`src/acse_div.sv`:
```
// Pipelined restoring divider, one quotient bit per stage, with a sideband payload.
module acse_div #(
    parameter int NW = 8,
    parameter int DW = 8,
    parameter int PW = 1
) (
    input  logic          i_clk,
    input  logic          i_rst_n,
    input  logic          i_en,
    input  logic          i_valid,
    input  logic [NW-1:0] i_num,
    input  logic [DW-1:0] i_den,
    input  logic [PW-1:0] i_pl,
    output logic          o_valid,
    output logic [NW-1:0] o_quo,
    output logic [DW-1:0] o_rem,
    output logic [PW-1:0] o_pl
);

    logic [DW-1:0] r_rem [NW];
    logic [NW-1:0] r_quo [NW];
    logic [NW-1:0] r_num [NW];
    logic [DW-1:0] r_den [NW];
    logic [PW-1:0] r_pl  [NW];
    logic          r_v   [NW];

    logic [DW-1:0] rem_in [NW];
    logic [NW-1:0] quo_in [NW];
    logic [NW-1:0] num_in [NW];
    logic [DW-1:0] den_in [NW];
    logic [PW-1:0] pl_in  [NW];
    logic          v_in   [NW];

    for (genvar k = 0; k < NW; k++) begin : g_stage
        localparam int B = NW - 1 - k;
        logic [DW:0]   sh;
        logic [DW:0]   diff;
        logic          ge;
        logic [DW-1:0] n_rem;
        logic [NW-1:0] n_quo;

        if (k == 0) begin : g_first
            assign rem_in[k] = '0;
            assign quo_in[k] = '0;
            assign num_in[k] = i_num;
            assign den_in[k] = i_den;
            assign pl_in[k]  = i_pl;
            assign v_in[k]   = i_valid;
        end else begin : g_next
            assign rem_in[k] = r_rem[k-1];
            assign quo_in[k] = r_quo[k-1];
            assign num_in[k] = r_num[k-1];
            assign den_in[k] = r_den[k-1];
            assign pl_in[k]  = r_pl[k-1];
            assign v_in[k]   = r_v[k-1];
        end

        always_comb begin
            sh    = {rem_in[k], num_in[k][B]};
            diff  = sh - {1'b0, den_in[k]};
            ge    = (sh >= {1'b0, den_in[k]});
            n_rem = ge ? diff[DW-1:0] : sh[DW-1:0];
            n_quo = quo_in[k];
            n_quo[B] = ge;
        end

        always_ff @(posedge i_clk) begin
            if (!i_rst_n) begin
                r_v[k] <= 1'b0;
            end else if (i_en) begin
                r_v[k] <= v_in[k];
            end
        end

        always_ff @(posedge i_clk) begin
            if (i_en) begin
                r_rem[k] <= n_rem;
                r_quo[k] <= n_quo;
                r_num[k] <= num_in[k];
                r_den[k] <= den_in[k];
                r_pl[k]  <= pl_in[k];
            end
        end
    end

    assign o_valid = r_v[NW-1];
    assign o_quo   = r_quo[NW-1];
    assign o_rem   = r_rem[NW-1];
    assign o_pl    = r_pl[NW-1];

endmodule

```
`config.mk`:
```
export PLATFORM = sky130hd
export DESIGN_NAME = acse_div
export DESIGN_NICKNAME = d
export VERILOG_FILES = /design/src/acse_div.sv
export SDC_FILE = /design/constraint.sdc
export NUM_CORES = 1
export LEC_CHECK = 0
export BUFFER_PORTS_ARGS = -buffer_cell sky130_fd_sc_hd__buf_2
export CELL_PAD_IN_SITES_DETAIL_PLACEMENT = 0
export CELL_PAD_IN_SITES_GLOBAL_PLACEMENT = 1
export CORE_MARGIN = 2
export CORE_UTILIZATION = 40
export DETAILED_ROUTE_END_ITERATION = 10
export PLACE_DENSITY_LB_ADDON = 0.08
export SLEW_MARGIN = 5
export SYNTH_ARGS = -nofsm -noshare
export SYNTH_HDL_FRONTEND = slang
export SYNTH_SLANG_ARGS = --single-unit
```
`constraint.sdc`:
```
create_clock -name i_clk -period 3 [get_ports i_clk]
set_clock_uncertainty 0.1 [all_clocks]
set_input_delay 0.45 -clock i_clk [delete_from_list [all_inputs] [get_ports i_clk]]
set_output_delay 0.45 -clock i_clk [all_outputs]
set_load 0.01 [all_outputs]
```
==> summary.txt <==
Power
  – Reg power frac: 44.0%
  – Pwr dens: between 800 and 900 nW/um2
  – P_int: 6.14 mW
  – Leak: 4.19 nW
  – Net Sw Power: 2.69 mW
  – Switching share of total power: 30.5%
  – Total power: 8.83 mW
  – Comb power frac: 28.6%
  – Clk pwr share: 27.3%
  – Max VDD drop: around 410 uV

Die
  – Core Region: 23,300 um2
  – # IOs: 39
  – Die area: 24,900 um2
  – Initial core utilization: between 40% and 50%
  – Die X-Extent: about 160 um
  – Site Rows: 56
  – Die Ht: 158 um

Synthesis
  – Synthesized instance count: 691
  – Main area contributors after synthesis: edfxtp_1 (63%), ha_1 (7.7%), inv_1 (3.2%)
  – Avg Cell Area, Syn: 13.7 um2
  – Main flop type after synthesis: edfxtp_1
  – Sequential area share after synthesis: 63.4%
  – Asr flop ratio synth: 0%
  – Post-synth cell types: 50
  – Post-synth EDFFs: 199
  – Commonest cells post-synth: edfxtp_1 (199), inv_1 (80), ha_1 (58)
  – Synth top area share: 63.2%
  – Syn Nets: slightly below 800
  – Post-synthesis register bit count: 200
  – Count leader, synth: edfxtp_1
  – Synth area leader: edfxtp_1
  – Synth Cell Area: 9460 um2
  – Count of warnings emitted by yosys: 0

Clock tree
  – Clk slew on worst S/H paths: 0.08 ns
  – Post_cts resized: 0
  – CTS Hold Bufs: 0
  – Inserted Clock Buffers: 17
  – TritonCTS clock tree: built
  – Clock root buffer: clkbuf_16
  – CTS Buffer Depth: 2
  – Post-CTS setup buffer count: 0
  – H-tree depth: 4
  – Clk sinks: 200
  – Worst-skew pair later-pin latency: roughly 0.43 ns

Status
  – Status: complete, no violations

GRT
  – Initial antenna violation count: 0
  – Vias in the first global route: 5,556
  – Total track usage: 14.7%
  – Largest net degree at the start of global routing: 59
  – First-pass GRT wire length: 27,900 um
  – GRT overflow: 0

Cells and area
  – Final core utilization: 46.1%
  – Post-Layout Cell Count: 1,085
  – Fillers: 2,110
  – Area grow syn2layout: 13.7%
  – Final nets: around 840
  – Fin area: 10,800 um2
  – Share of cells above drive strength 1: 15.3%
  – N_diodes: 0

Timing
  – Final hold violations: 0
  – Slack of the critical path: 0.564 ns
  – Setup tns final: 0 ns
  – Final setup fails: 0
  – RSZ-0062 raised after global routing: no
  – Rel. slew slack: between 50% and 60%
  – Max Slew Vio Count: 0
  – Worst-margin pin slew: 0.618 ns
  – Final Cycle Share: 81.2%
  – Final hold slack: 0.0921 ns
  – Maximum clock rate: about 410 MHz
  – Final min period: about 2.4 ns

Critical path
  – Critical Path RT: 3.07 ns
  – Crit path max fanout: 13
  – Startpoint Class: flip-flop
  – Setup CP Type: flip-flop to flip-flop
  – Arr. time, crit path: between 2 and 3 ns
  – Crit. End Element: flip-flop

Worst hold path
  – Hold Crit Class: input port to flip-flop

Route
  – # DRC: 0
  – Routed WL: 17,100 um
  – Iteration-0 DRC Markers: 304
  – DRT Pass-1 Iters: 6
  – ANT nets after route: 0
  – Drt via density: between 4 and 5
  – Vias: ~5,400
  – Drt wl/cell: 15.8 um

Placement
  – HPWL after DPL: 12,500 um
  – Placed instance area: 10,100 um2
  – DP Cell Count: 1,053
  – IO buf count: 38
  – GPL Wtd Cong: 0.759
  – Post-place setup slack: 0.580 ns

Flow run
  – Maxcap violations: 0
-- worst paths after layout --
| path | from | end | slack (ns) | cells past startpoint |
|---|---|---|---|---|
| worst max-delay path | r_rem[1][12] | r_rem[1][20] | 0.56 | 6 |
| worst min-delay path | i_pl | r_pl[0][0] | 0.09 | 1 |
| worst max register to register | r_rem[1][12] | r_rem[1][20] | 0.56 | 6 |
| worst min register to register | r_pl[1][2] | r_pl[1][3] | 0.32 | 0 |
-- metal layers --
metal / global-route usage (%) / share of wire (%) / up-vias
met3: 2.71 / 1.9 / 18
li1: - / - / 2693
met1: 16.5 / 41 / 2644
met5: 0 / 0 / -
met2: 27.8 / 55 / 63
met4: 5.15 / 1.8 / 0
-- power by group through the flow --
| stage | sequential (mW) | combinational (mW) | clock [mW] |
|---|---|---|---|
| 3_5_place_dp | 3.96 | 2.53 | 0 |
| 4_1_cts | 3.90 | 2.55 | 2.49 |
| 2_1_floorplan | 3.90 | 1.90 | 0 |
| 3_3_place_gp | 3.95 | 2.49 | 0 |
| 6_report | 3.89 | 2.53 | 2.41 |
| 5_1_grt | 3.95 | 2.84 | 2.61 |
-- placed cells by master, fill, tap and decap left out, drive strengths merged, types with 12 or more instances in the layout --
master,instances
edfxtp,199
inv,88
ha,58
buf,48
o21ai,47
a21oi,42
nand2,36
nor2,21
clkbuf,18
mux2,17
nor2b,12
o21a,12
xnor2,12
-- flip-flops by register name (all words and copies together) (netlist names) --
name,count
r_den,56
r_quo,36
r_v,8
r_pl,8
r_num,28
r_rem,64
-- cells by family (layout without fill, tap and decap cells) --
logic type                 after synthesis  in the layout  share of synthesized area, %
adders and majority gates               65             65                          9.15
muxes                                   25             25                          3.07
AOI/OAI and AO/OA                      157            157                          11.3
DFF                                    200            200                          63.4
xor gates and xnor gates                21             21                          1.94
buffers and inverters                   86            161                          3.57
and+or+nand+nor                        137            137                          7.54
-- layout make-up --
type | count | area (um2) | area share, %
clock buffer | 17 | 425 | 3.95
timing repair buffer | 49 | 307 | 2.85
inverter | 80 | 300 | 2.79
sequential | 200 | 6000 | 55.7
clock inverter | 15 | 203 | 1.88
tap | 319 | 399 | 3.71
multi-input combinational | 405 | 3130 | 29.1
-- critical path, cell delays in order (launching register included) --
cell and delay [ns]:
edfxtp_1 0.44, ha_1 0.39, nand3_1 0.16, or2_2 0.35
o221ai_2 0.15, buf_4 0.23, mux2_2 0.38
No activity file was read; power rests on OpenSTA's default activity.
